## config.mk

```make
export PLATFORM = sky130hd
export DESIGN_NAME = sbus_frame_receiver_core
export DESIGN_NICKNAME = d
export VERILOG_FILES = /design/src/rtl/sbusfr_pkg.sv /design/src/rtl/sbusfr_ram.sv /design/src/rtl/sbus_frame_receiver_core.sv
export SDC_FILE = /design/constraint.sdc
export NUM_CORES = 1
export LEC_CHECK = 0
export ABC_CLOCK_PERIOD_IN_PS = 6500
export BUFFER_PORTS_ARGS = -buffer_cell sky130_fd_sc_hd__buf_2
export CAP_MARGIN = 20
export CORE_MARGIN = 1.5
export CORE_UTILIZATION = 63
export DETAILED_ROUTE_END_ITERATION = 10
export GPL_TIMING_DRIVEN = 0
export PLACE_DENSITY = 0.81
export SYNTH_ARGS = -nofsm -noshare
export SYNTH_HDL_FRONTEND = slang
export SYNTH_HIERARCHICAL = 1
export SYNTH_SLANG_ARGS = --single-unit
```

## constraint.sdc

```tcl
create_clock -name aclk -period 6.5 [get_ports aclk]
set_clock_uncertainty 0.2 [all_clocks]
set_input_delay 0.325 -clock aclk [delete_from_list [all_inputs] [get_ports aclk]]
set_output_delay 0.325 -clock aclk [all_outputs]
set_load 0.05 [all_outputs]
```

## src/rtl/sbusfr_pkg.sv

```systemverilog
// shared constants and types for the sbus frame receiver
`timescale 1ns / 1ps

package sbusfr_pkg;

    localparam int FRAME_BYTES  = 25;
    localparam int NUM_CHANNELS = 12;
    localparam int STORE_DEPTH  = FRAME_BYTES - 1;
    localparam int ADDR_W       = $clog2(STORE_DEPTH);
    localparam int POS_W        = $clog2(FRAME_BYTES + 1);
    localparam int CHAN_W       = 11;
    localparam int IDX_W        = 4;
    localparam int ACC_W        = CHAN_W + 7;
    localparam int CNT_W        = $clog2(ACC_W + 1);

    localparam logic [7:0]        START_BYTE   = 8'h0F;
    localparam logic [7:0]        END_BYTE     = 8'h00;
    localparam logic [ADDR_W-1:0] FLAG_ADDR    = ADDR_W'(23);
    localparam logic [ADDR_W-1:0] FIRST_ADDR   = ADDR_W'(1);
    localparam logic [POS_W-1:0]  LAST_POS     = POS_W'(FRAME_BYTES - 1);
    localparam logic [POS_W-1:0]  STORE_LIMIT  = POS_W'(STORE_DEPTH);
    localparam logic [IDX_W-1:0]  LAST_CHANNEL = IDX_W'(NUM_CHANNELS - 1);
    localparam int                FL_BIT       = 2;
    localparam int                FS_BIT       = 3;

    typedef enum logic [4:0] {
        ST_IDLE     = 5'b00001,
        ST_FLAG_RD  = 5'b00010,
        ST_FLAG_CAP = 5'b00100,
        ST_RD       = 5'b01000,
        ST_ACC      = 5'b10000
    } state_t;

endpackage

```

## src/rtl/sbusfr_ram.sv

```systemverilog
// generic single-write, single-read ram with registered read data
`timescale 1ns / 1ps

module sbusfr_ram #(
    parameter int WIDTH = 8,
    parameter int DEPTH = 24
) (
    input  logic                     aclk,
    input  logic                     we,
    input  logic [$clog2(DEPTH)-1:0] waddr,
    input  logic [WIDTH-1:0]         wdata,
    input  logic [$clog2(DEPTH)-1:0] raddr,
    output logic [WIDTH-1:0]         rdata
);

    logic [WIDTH-1:0] mem_reg [DEPTH];
    logic [WIDTH-1:0] rdata_reg;

    always_ff @(posedge aclk) begin
        if (we) begin
            mem_reg[waddr] <= wdata;
        end
        rdata_reg <= mem_reg[raddr];
    end

    assign rdata = rdata_reg;

endmodule

```

## src/rtl/sbus_frame_receiver_core.sv

```systemverilog
// sbus frame receiver top level: frame tracking, byte store and channel unpacker
//
// Bytes are taken one per cycle while the block is collecting a frame. When the
// 25th byte of a frame is the end byte 0x00, the block drops s_tready and unpacks
// twelve 11-bit channels: it fetches the flag byte, captures it, then reads
// every payload byte (bytes 1 to 17) through the single read port of the frame
// store into a bit accumulator, and hands each channel word to the output
// register, where a word waits while m_tready is low. A frame with a wrong end
// byte produces no words and the block keeps accepting bytes. The last channel
// word may still wait in the output register while the next byte is accepted.
`timescale 1ns / 1ps

module sbus_frame_receiver_core
    import sbusfr_pkg::*;
(
    input  logic        aclk,
    input  logic        aresetn,

    input  logic        s_tvalid,
    output logic        s_tready,
    input  logic [7:0]  s_tdata,   // rx_byte[7:0]

    output logic        m_tvalid,
    input  logic        m_tready,
    output logic [15:0] m_tdata,   // channel_value[10:0], lost_flag, failsafe, zero fill
    output logic [3:0]  m_tuser,   // channel_index[3:0]
    output logic        m_tlast    // last_channel
);

    state_t            state_reg, state_next;
    logic              in_frame_reg, in_frame_next;
    logic [POS_W-1:0]  pos_reg, pos_next;
    logic [ADDR_W-1:0] addr_reg, addr_next;
    logic [ACC_W-1:0]  acc_reg, acc_next;
    logic [CNT_W-1:0]  cnt_reg, cnt_next;
    logic [IDX_W-1:0]  ch_reg, ch_next;
    logic              fl_reg, fl_next;
    logic              fs_reg, fs_next;

    logic              out_valid_reg, out_valid_next;
    logic [CHAN_W-1:0] out_value_reg;
    logic [IDX_W-1:0]  out_index_reg;
    logic              out_fl_reg;
    logic              out_fs_reg;
    logic              out_last_reg;

    logic              in_accept;
    logic              out_free;
    logic              out_load;
    logic              ram_we;
    logic [ADDR_W-1:0] ram_waddr;
    logic [ADDR_W-1:0] ram_raddr;
    logic [7:0]        ram_rdata;
    logic [ACC_W-1:0]  acc_sum;
    logic [CNT_W-1:0]  cnt_sum;

    sbusfr_ram #(
        .WIDTH (8),
        .DEPTH (STORE_DEPTH)
    ) u_store (
        .aclk  (aclk),
        .we    (ram_we),
        .waddr (ram_waddr),
        .wdata (s_tdata),
        .raddr (ram_raddr),
        .rdata (ram_rdata)
    );

    assign s_tready  = (state_reg == ST_IDLE);
    assign in_accept = s_tvalid && s_tready;
    assign out_free  = !out_valid_reg || m_tready;

    assign ram_raddr = (state_reg == ST_FLAG_RD) ? FLAG_ADDR : addr_reg;
    assign ram_waddr = in_frame_reg ? pos_reg[ADDR_W-1:0] : '0;
    assign ram_we    = in_accept && (in_frame_reg ? (pos_reg < STORE_LIMIT)
                                                  : (s_tdata == START_BYTE));

    assign acc_sum = acc_reg | (ACC_W'(ram_rdata) << cnt_reg);
    assign cnt_sum = cnt_reg + CNT_W'(8);

    always_comb begin
        state_next    = state_reg;
        in_frame_next = in_frame_reg;
        pos_next      = pos_reg;
        addr_next     = addr_reg;
        acc_next      = acc_reg;
        cnt_next      = cnt_reg;
        ch_next       = ch_reg;
        fl_next       = fl_reg;
        fs_next       = fs_reg;
        out_load      = 1'b0;

        unique case (state_reg)
            ST_IDLE: begin
                if (in_accept) begin
                    if (!in_frame_reg) begin
                        if (s_tdata == START_BYTE) begin
                            in_frame_next = 1'b1;
                            pos_next      = POS_W'(1);
                        end
                    end else if (pos_reg == LAST_POS) begin
                        in_frame_next = 1'b0;
                        pos_next      = '0;
                        if (s_tdata == END_BYTE) begin
                            state_next = ST_FLAG_RD;
                        end
                    end else begin
                        pos_next = pos_reg + POS_W'(1);
                    end
                end
            end
            ST_FLAG_RD: begin
                state_next = ST_FLAG_CAP;
            end
            ST_FLAG_CAP: begin
                fl_next    = ram_rdata[FL_BIT];
                fs_next    = ram_rdata[FS_BIT];
                addr_next  = FIRST_ADDR;
                acc_next   = '0;
                cnt_next   = '0;
                ch_next    = '0;
                state_next = ST_RD;
            end
            ST_RD: begin
                if (cnt_reg >= CNT_W'(CHAN_W)) begin
                    if (out_free) begin
                        out_load = 1'b1;
                        acc_next = acc_reg >> CHAN_W;
                        cnt_next = cnt_reg - CNT_W'(CHAN_W);
                        ch_next  = ch_reg + IDX_W'(1);
                        if (ch_reg == LAST_CHANNEL) begin
                            state_next = ST_IDLE;
                        end
                    end
                end else begin
                    state_next = ST_ACC;
                end
            end
            ST_ACC: begin
                acc_next   = acc_sum;
                cnt_next   = cnt_sum;
                addr_next  = addr_reg + ADDR_W'(1);
                state_next = ST_RD;
            end
            default: begin
                state_next = ST_IDLE;
            end
        endcase
    end

    always_comb begin
        out_valid_next = out_valid_reg;
        if (out_load) begin
            out_valid_next = 1'b1;
        end else if (m_tready) begin
            out_valid_next = 1'b0;
        end
    end

    always_ff @(posedge aclk) begin
        if (!aresetn) begin
            state_reg     <= ST_IDLE;
            in_frame_reg  <= 1'b0;
            pos_reg       <= '0;
            out_valid_reg <= 1'b0;
        end else begin
            state_reg     <= state_next;
            in_frame_reg  <= in_frame_next;
            pos_reg       <= pos_next;
            out_valid_reg <= out_valid_next;
        end
    end

    always_ff @(posedge aclk) begin
        addr_reg <= addr_next;
        acc_reg  <= acc_next;
        cnt_reg  <= cnt_next;
        ch_reg   <= ch_next;
        fl_reg   <= fl_next;
        fs_reg   <= fs_next;
        if (out_load) begin
            out_value_reg <= acc_reg[CHAN_W-1:0];
            out_index_reg <= ch_reg;
            out_fl_reg    <= fl_reg;
            out_fs_reg    <= fs_reg;
            out_last_reg  <= (ch_reg == LAST_CHANNEL);
        end
    end

    assign m_tvalid = out_valid_reg;
    assign m_tdata  = {3'b000, out_fs_reg, out_fl_reg, out_value_reg};
    assign m_tuser  = out_index_reg;
    assign m_tlast  = out_last_reg;

endmodule
```

==> results of run 1 <==
[worst min-delay path, stage by stage]
cell	delay, ps
buf_2	110
nand3_1	70
o21ai_1	110
nand4_1	100
[cells by family (layout without fill, tap and decap cells)]
logic type / count (synthesis) / in the layout / share of synthesized area
AND/OR/NAND/NOR: 151 / 151 / 0.0727
flip-flops: 264 / 264 / 0.704
AO/OA/AOI/OAI: 94 / 94 / 0.0600
other: 1 / 3 / 0.000342
adder cells (fa/ha/maj): 6 / 6 / 0.00684
buffers and inverters: 48 / 128 / 0.0248
multiplexers: 90 / 90 / 0.124
XOR/XNOR: 9 / 9 / 0.00718
[through the flow]
| stage | hold WS, ps | instances | utilization | total power (W) |
|---|---|---|---|---|
| 3_3_place_gp | 225 | 921 | 0.665 | 0.00193 |
| 5_1_grt | 59.1 | 970 | 0.712 | 0.00336 |
| 6_report | 17.8 | 970 | 0.712 | 0.00328 |
| 2_1_floorplan | 199 | 665 | - | 0.00191 |
| 3_5_place_dp | 216 | 921 | 0.665 | 0.00193 |
| 4_1_cts | 10.0 | 970 | 0.712 | 0.00330 |
[final timing paths]
path | cells past startpoint | slack (ps) | startpoint | endpoint
max reg2reg | 7 | 3160 | state_reg[0] | u_store/mem_reg[0][7]
max | 7 | 3160 | state_reg[0] | u_store/mem_reg[0][7]
min | 4 | 20 | s_tvalid | state_reg[0]
min reg2reg | 0 | 240 | fs_reg | out_fs_reg
[cell usage in the layout (no fill, tap or decap), types with 5 or more instances in the layout]
master / n
a21oi_1: 12
a22oi_1: 12
a2bb2oi_1: 9
a31oi_1: 6
and2_1: 10
and3_1: 5
buf_2: 41
buf_4: 6
buf_6: 5
clkbuf_1: 17
clkbuf_16: 26
clkinv_1: 8
clkinv_2: 5
dfxtp_1: 20
edfxtp_1: 244
ha_1: 6
inv_1: 8
mux2_2: 5
mux2i_1: 48
mux4_2: 36
nand2_1: 25
nand2b_1: 5
nand3_1: 20
nor2_1: 46
nor2b_1: 8
nor3b_1: 5
o211ai_1: 9
o21ai_0: 11
o21ai_1: 6
o22ai_1: 7
o311ai_1: 9
xor2_1: 5
[routing by layer]
layer,GRT usage,part of all wire
met4,0.103,0.041
met5,0,0
met1,0.324,0.40
met2,0.428,0.51
met3,0.0372,0.055
[repair_timing]
item,CTS,global route
buffers inserted,0,0
endpoints found under the hold margin,12,0
hold buffers,2,0
[area by class of cell]
class | instances | share of cell area
Clock inverter | 17 | 0.0106
Multi-Input combinational cell | 353 | 0.244
Buffer | 39 | 0.0195
Sequential cell | 264 | 0.631
Clock buffer | 30 | 0.0544
Timing Repair Buffer | 33 | 0.0143
Tap cell | 225 | 0.0230
Inverter | 9 | 0.00276
[power groups by stage]
stage | combinational, W | clock (W) | sequential, W
after floorplan | 0.0000209 | 0 | 0.00189
after global placement | 0.0000463 | 0 | 0.00189
after detailed placement | 0.0000488 | 0 | 0.00189
after CTS | 0.0000499 | 0.00140 | 0.00185
after global routing | 0.0000542 | 0.00146 | 0.00185
final | 0.0000496 | 0.00138 | 0.00185
==> impl_metrics.tcl, run 1 <==
set metrics [dict create \
    status "complete, no violations" \
    clockBufferDepth 3 \
    grt_max_degree 27 \
    pin_count 35 \
    cts.sinks 264 \
    worst_setup_path_end_kind "flop" \
    crit_slowest_cell "nor2_1" \
    syn_area_per_cell_um2 16.6 \
    tns_ps 0 \
    async_flop_share 0 \
    clk_latency_ps 550 \
    min_path_type "in2reg" \
    gp_congestion 0.863 \
    regArea_mm2 0.00773 \
    final_area_mm2 0.0122 \
    syn_inst 663 \
    slowest_delay_ps 690 \
    antenna_cells 0 \
    cpLargestDelayFamily "simple AND/OR/NAND/NOR gates" \
    die_area_mm2 0.0182 \
    fillers 1094 \
    synthesis.area_mm2 0.0110 \
    required_ps 6480 \
    crit_path_max_fanout 10 \
    track_usage 0.250 \
    first_pass_iters 5 \
    worst_slack_ps 3160 \
    grt_pass1_vias 6326 \
    finalMaxSlewViolations 0 \
    drc 0 \
    ys_types 63 \
    vias 6181 \
    synth-main-ff-cell "edfxtp_1" \
    syn_to_final_growth_pct 11.5 \
    numPortBuffers 31 \
    ys_seq_area_frac 0.704 \
    rsz0062_at_grt "no" \
    crit_arrival_ps 3320 \
    die_w_um 135 \
    p_comb_frac 0.015 \
    startpoint_type "flop" \
    drtIter0Drc 520 \
    crit_chain "clkbuf_1 > nand4_1 > buf_2 > a211oi_1 > or3b_2 > clkbuf_1 > nor2_1" \
    slew_headroom 0.359 \
    synth.most_common_cell "edfxtp_1" \
    antenna_found_initial 0 \
    cp_num_buf_inv 3 \
    dieHeight_um 135 \
    placed_area_mm2 0.0114 \
    cts_resized 0 \
    dp_hpwl_um 14400 \
    finalCritPeriodShare 0.514 \
    rows 48 \
    swShare 0.197 \
    min_period_ps 3340 \
    hold_viol 0 \
    totalWireLength_um 21900 \
    maxCapViolCount 0 \
    tightest_slew_ps 960 \
    cts_buffers 26 \
    vias_per_cell 6.37 \
    core_mm2 0.0172 \
    start_util 0.639 \
    htree_levels 1 \
    synth_warnings 6 \
    synth_common_cells "edfxtp_1, mux2i_1, nor2_1, mux4_2, nand2_1" \
    preCtsSetupSlack_ps 2810 \
    cts.clk_slew.worst_paths_ps 60 \
    synth_top_area_cell "edfxtp_1" \
    largest_register_ffs 192 \
    p_int_w 0.00263 \
    overflow 0 \
    irDropWorstVdd_uv 281 \
    seqPwrFrac 0.563 \
    synth_top_area_share 0.668 \
    drtAntennaViolNets 0 \
    setup_viol 0 \
    p_per_area_mw_per_mm2 268 \
    cts_tree "done" \
    p_leak_nw 4.00 \
    max_freq_mhz 299 \
    multi_input_area_mm2 0.00298 \
    clockPowerShare 0.422 \
    power.switching_w 0.000648 \
    synth_area_leaders "edfxtp_1, mux4_2, mux2i_1, dfxtp_1, nor2_1" \
    synth-edff-count 244 \
    grt_pass1_wl_um 34500 \
    nets 744 \
    ys_ff_latch 264 \
    crit_type "reg2reg" \
    crit_top_cell "clkbuf_1" \
    drive_gt1_frac 0.185 \
    root_buffer "clkbuf_16" \
    wl_per_cell_um 22.6 \
]
Power figures use the tool's default switching activity.
==> inputs of run 2 (changes only) <==
- ABC_AREA: unset -> 1
- ABC_CLOCK_PERIOD_IN_PS: 6500 -> 3100
- CORE_UTILIZATION: 63 -> 62
- PLACE_DENSITY: 0.81 -> 0.79
- clock period: 6.5 -> 3.1 ns (I/O delays scaled with it)
==> impl_metrics.tcl, run 2 <==
set metrics [dict create \
    hold_viol 0 \
    antenna_found_initial 0 \
    syn_area_per_cell_um2 10.1 \
    ys_ff_latch 264 \
    holdPathStages 0 \
    crit_type "in2reg" \
    required_ps 3060 \
    clk_latency_ps 530 \
    slew_headroom 0.185 \
    drtIter0Drc 925 \
    die_area_mm2 0.0200 \
    clockBufferDepth 3 \
    cts_tree "done" \
    wl_met1_um 10900 \
    p_per_area_mw_per_mm2 535 \
    root_buffer "clkbuf_16" \
    pin_count 35 \
    track_usage 0.270 \
    p_leak_nw 5.49 \
    finalCritPeriodShare 1.00 \
    synthesis.area_mm2 0.0119 \
    tightest_slew_ps 1220 \
    placed_area_mm2 0.0123 \
    maxCapViolCount 0 \
    start_util 0.633 \
    worst_setup_path_end_kind "flop" \
    synth_top_area_cell "edfxtp_1" \
    syn_to_final_growth_pct 12.7 \
    wl_met3_um 2280 \
    min_period_ps 3110 \
    totalWireLength_um 26900 \
    grt_max_degree 27 \
    cts_setup_buffers 0 \
    cts.sinks 264 \
    synth_common_cells "nand2_1, edfxtp_1, nand3_1, inv_1, nor2_1" \
    die_w_um 141 \
    finalMaxSlewViolations 0 \
    synth_area_leaders "edfxtp_1, nand2_1, nand3_1, inv_1, dfxtp_1" \
    rows 50 \
    wl_met2_um 12800 \
    synth-edff-count 244 \
    drive_gt1_frac 0.120 \
    grt_pass1_wl_um 41200 \
    synth_top_area_share 0.617 \
    worst_slack_ps -12.4 \
    irDropWorstVdd_uv 557 \
    drtAntennaViolNets 0 \
    final_area_mm2 0.0134 \
    rsz0062_at_grt "yes" \
    largest_register_ffs 192 \
    startpoint_type "input port" \
    grt_pass1_vias 7949 \
    ys_types 38 \
    violations "setup timing" \
    core_mm2 0.0188 \
    crit_top_cell "nand2_1" \
    overflow 0 \
    syn_inst 1180 \
    cts_buffers 26 \
    slowest_delay_ps 710 \
    gp_congestion 0.946 \
    hold_ws_ps 220 \
    regArea_mm2 0.00773 \
    final_common_cell "nand2_1" \
    reg2reg_depth 7 \
    crit_arrival_ps 3080 \
    antenna_cells 0 \
    dpl.cell_count 1447 \
    tns_ps -91.9 \
    wl_per_cell_um 17.8 \
    synth_warnings 6 \
    nets 1276 \
    mostFrequentLayoutCells "nand2_1, edfxtp_1, nand3_1" \
    cts.clk_slew.worst_paths_ps 60 \
    first_pass_iters 6 \
    min_path_type "reg2reg" \
    synth-main-ff-cell "edfxtp_1" \
    top_layer "met4" \
    fillers 1325 \
    ys_seq_area_frac 0.650 \
    numPortBuffers 31 \
    async_flop_share 0 \
    vias_per_cell 5.69 \
    vias 8599 \
    drc 0 \
    htree_levels 1 \
    multi_input_area_mm2 0.00325 \
    dieHeight_um 141 \
    max_freq_mhz 321 \
    crit_slowest_cell "nor2_1" \
    crit_path_max_fanout 26 \
    crit_chain "dlygate4sd3_1 > buf_2 > nand2_1 > nor2_1 > nand2_1 > nand2_1 > nand2_2 > a21oi_1 > nand3_1 > nor2_1" \
    setup_viol 8 \
    dp_hpwl_um 17400 \
    status "finished with violations" \
    synth.most_common_cell "nand2_1" \
    instances_no_fill 1510 \
]
run 2: metal layers:
layer / GRT usage / vias up
met3: 0.0385 / 85
met2: 0.451 / 412
met1: 0.369 / 4047
met4: 0.0912 / 0
li1: - / 4055
met5: 0 / -
run 2: where the power goes:
group / internal, W / switching, W / total (W) / leakage [nW]
Sequential: 0.00388 / 0.00000648 / 0.00389 / 2.31
Combinational: 0.0000458 / 0.000120 / 0.000165 / 2.77
Clock: 0.00185 / 0.00127 / 0.00311 / 0.407
Total: 0.00577 / 0.00139 / 0.00716 / 5.49
run 2: worst max-delay path, delay by kind of cell:
kind,cells,cell delay (ps)
AND/OR/NAND/NOR,7,1630
buffers and inverters,2,970
AO/OA/AOI/OAI,1,300
run 2: what timing repair did:
| item | CTS | global route |
|---|---|---|
| gates resized for setup | 0 | 14 |
| setup endpoints to repair | 0 | 152 |
| hold endpoints to repair | 204 | 0 |
| hold buffers | 17 | 0 |
run 2: path summary, 6_finish.rpt:
path	start	to	slack, ps
worst max-delay path	s_tdata[2]	u_store/mem_reg[9][3]	-10
worst min-delay path	fl_reg	out_fl_reg	220
worst min register to register	fl_reg	out_fl_reg	220
worst max register to register	state_reg[3]	u_store/mem_reg[9][3]	30
run 2: final cells by class:
class / instances / area share
buffer: 54 / 0.0256
clock buffer: 38 / 0.0535
clock inverter: 8 / 0.00925
inverter: 162 / 0.0456
multi-input combinational: 702 / 0.243
sequential: 264 / 0.577
tap: 234 / 0.0219
timing repair buffer: 48 / 0.0243
run 2: kinds of logic (layout without fill, tap and decap cells):
kind of cell | count (synthesis) | count (layout) | synth area share
adder cells (fa/ha/maj) | 6 | 6 | 0.00632
XOR/XNOR | 2 | 2 | 0.00147
buffers and inverters | 216 | 310 | 0.0803
other | 1 | 3 | 0.000316
AND/OR/NAND/NOR | 597 | 597 | 0.216
flip-flops | 264 | 264 | 0.650
AO/OA/AOI/OAI | 94 | 94 | 0.0449
run 2: metrics by stage:
stage / worst slack [ps] / total power (W) / utilization
after CTS: 25.1 / 0.00717 / 0.711
after global routing: -216 / 0.00732 / 0.713
after detailed placement: -81.3 / 0.00411 / 0.657
after floorplan: 825 / 0.00404 / -
after global placement: -2.27 / 0.00410 / 0.657
final: -12.4 / 0.00716 / 0.713
==> inputs of run 3 (changes only) <==
- RECOVER_POWER: unset -> 50
==> impl_metrics.tcl, run 3 (synthesis results as in run 2) <==
set metrics [dict create \
    maxCapViolCount 0 \
    core_mm2 0.0188 \
    setup_viol 16 \
    grt_max_degree 27 \
    totalWireLength_um 26900 \
    crit_slowest_cell "nor2_1" \
    numPortBuffers 31 \
    cts_tree "done" \
    tns_ps -145 \
    required_ps 3060 \
    overflow 0 \
    htree_levels 1 \
    p_per_area_mw_per_mm2 538 \
    crit_arrival_ps 3080 \
    crit_type "in2reg" \
    drtIter0Drc 897 \
    min_path_type "reg2reg" \
    syn_to_final_growth_pct 12.1 \
    antenna_found_initial 0 \
    largest_register_ffs 192 \
    dieHeight_um 141 \
    drc 0 \
    irDropWorstVdd_uv 556 \
    crit_path_max_fanout 26 \
    clockBufferDepth 3 \
    final_common_cell "nand2_1" \
    cts.clk_slew.worst_paths_ps 60 \
    cts.sinks 264 \
    max_freq_mhz 321 \
    die_w_um 141 \
    antenna_cells 0 \
    die_area_mm2 0.0200 \
    grt_pass1_vias 7949 \
    min_period_ps 3120 \
    root_buffer "clkbuf_16" \
    rows 50 \
    final_area_mm2 0.0133 \
    first_pass_iters 6 \
    hold_viol 0 \
    violations "setup timing" \
    drive_gt1_frac 0.0972 \
    vias 8542 \
    worst_slack_ps -15.2 \
    p_leak_nw 5.42 \
    start_util 0.633 \
    track_usage 0.270 \
    finalCritPeriodShare 1.00 \
    vias_per_cell 5.66 \
    rsz0062_at_grt "yes" \
    wl_per_cell_um 17.8 \
    crit_top_cell "nand2_1" \
    drtAntennaViolNets 0 \
    slowest_delay_ps 720 \
    gp_congestion 0.946 \
    cts_buffers 26 \
    grt_pass1_wl_um 41200 \
    pin_count 35 \
    finalMaxSlewViolations 0 \
    mostFrequentLayoutCells "nand2_1, edfxtp_1, nand3_1" \
    clk_latency_ps 530 \
    nets 1276 \
    power_w 0.00717 \
    dp_hpwl_um 17400 \
    status "finished with violations" \
    worst_setup_path_end_kind "flop" \
    tightest_slew_ps 1200 \
    placed_area_mm2 0.0123 \
    crit_chain "dlygate4sd3_1 > buf_2 > nand2_1 > nor2_1 > nand2_1 > nand2_1 > nand2_2 > a21oi_1 > nand3_1 > nor2_1" \
    startpoint_type "input port" \
    slew_headroom 0.199 \
]
==> run 3: cell types whose count changed in the layout (fill, tap and decap cells not counted), moves of 2 or more <==
cell,delta
clkbuf_1,+22
buf_2,-20
nor2_1,+3
inv_1,+2
inv_2,-2
nor2_4,-2
o21ai_0,+2
o21ai_1,-2
==> run 3: per-stage QoR <==
| step | setup slack (ps) | utilization | instances | hold WS [ps] |
|---|---|---|---|---|
| floorplan | 825 | - | 1182 | 53.9 |
| global placement | -2.27 | 0.657 | 1447 | 204 |
| detailed placement | -81.3 | 0.657 | 1447 | 209 |
| CTS | 25.1 | 0.711 | 1510 | 223 |
| global route | -216 | 0.709 | 1510 | 229 |
| finish | -15.2 | 0.709 | 1510 | 221 |
==> run 3: where the power goes <==
group | internal (W) | switching, W
combinational | 0.0000449 | 0.000118
sequential | 0.00388 | 0.00000541
clock | 0.00185 | 0.00127
==> run 3: repair_timing <==
action                                  in CTS  in global routing
hold buffers                                17                  0
endpoints found under the setup margin       0                152
resized for setup                            0                 14
hold endpoints to repair                   204                  0
buffers inserted                             0                  0
==> run 3: cell type report <==
cell class,instances,area (um^2)
flip-flops and latches,264,7730
fillers,1347,5450
multi-input cells,702,3210
clock buffers,38,716
inverters,162,611
plain buffers,54,330
repair buffers,48,302
well taps,234,293
clock inverters,8,124
==> run 3: path summary, 6_finish.rpt <==
path	start	to	slack (ps)	cells past startpoint
worst max-delay path	s_tdata[2]	u_store/mem_reg[9][1]	-20	10
worst min-delay path	fl_reg	out_fl_reg	220	0
worst max register to register	state_reg[3]	u_store/mem_reg[9][1]	80	7
worst min register to register	fl_reg	out_fl_reg	220	0
==> run 3: routing by layer <==
metal | global-route usage | up-vias | share of wire
met5 | 0 | - | 0
met4 | 0.0912 | 0 | 0.029
met3 | 0.0385 | 71 | 0.085
met2 | 0.451 | 421 | 0.48
met1 | 0.369 | 3990 | 0.41
li1 | - | 4060 | -
==> run 3: worst max-delay path: cells and delay by family <==
| kind | cells | cell delay [ps] |
|---|---|---|
| compound gates | 1 | 300 |
| simple gates | 7 | 1640 |
| buf+inv | 2 | 960 |
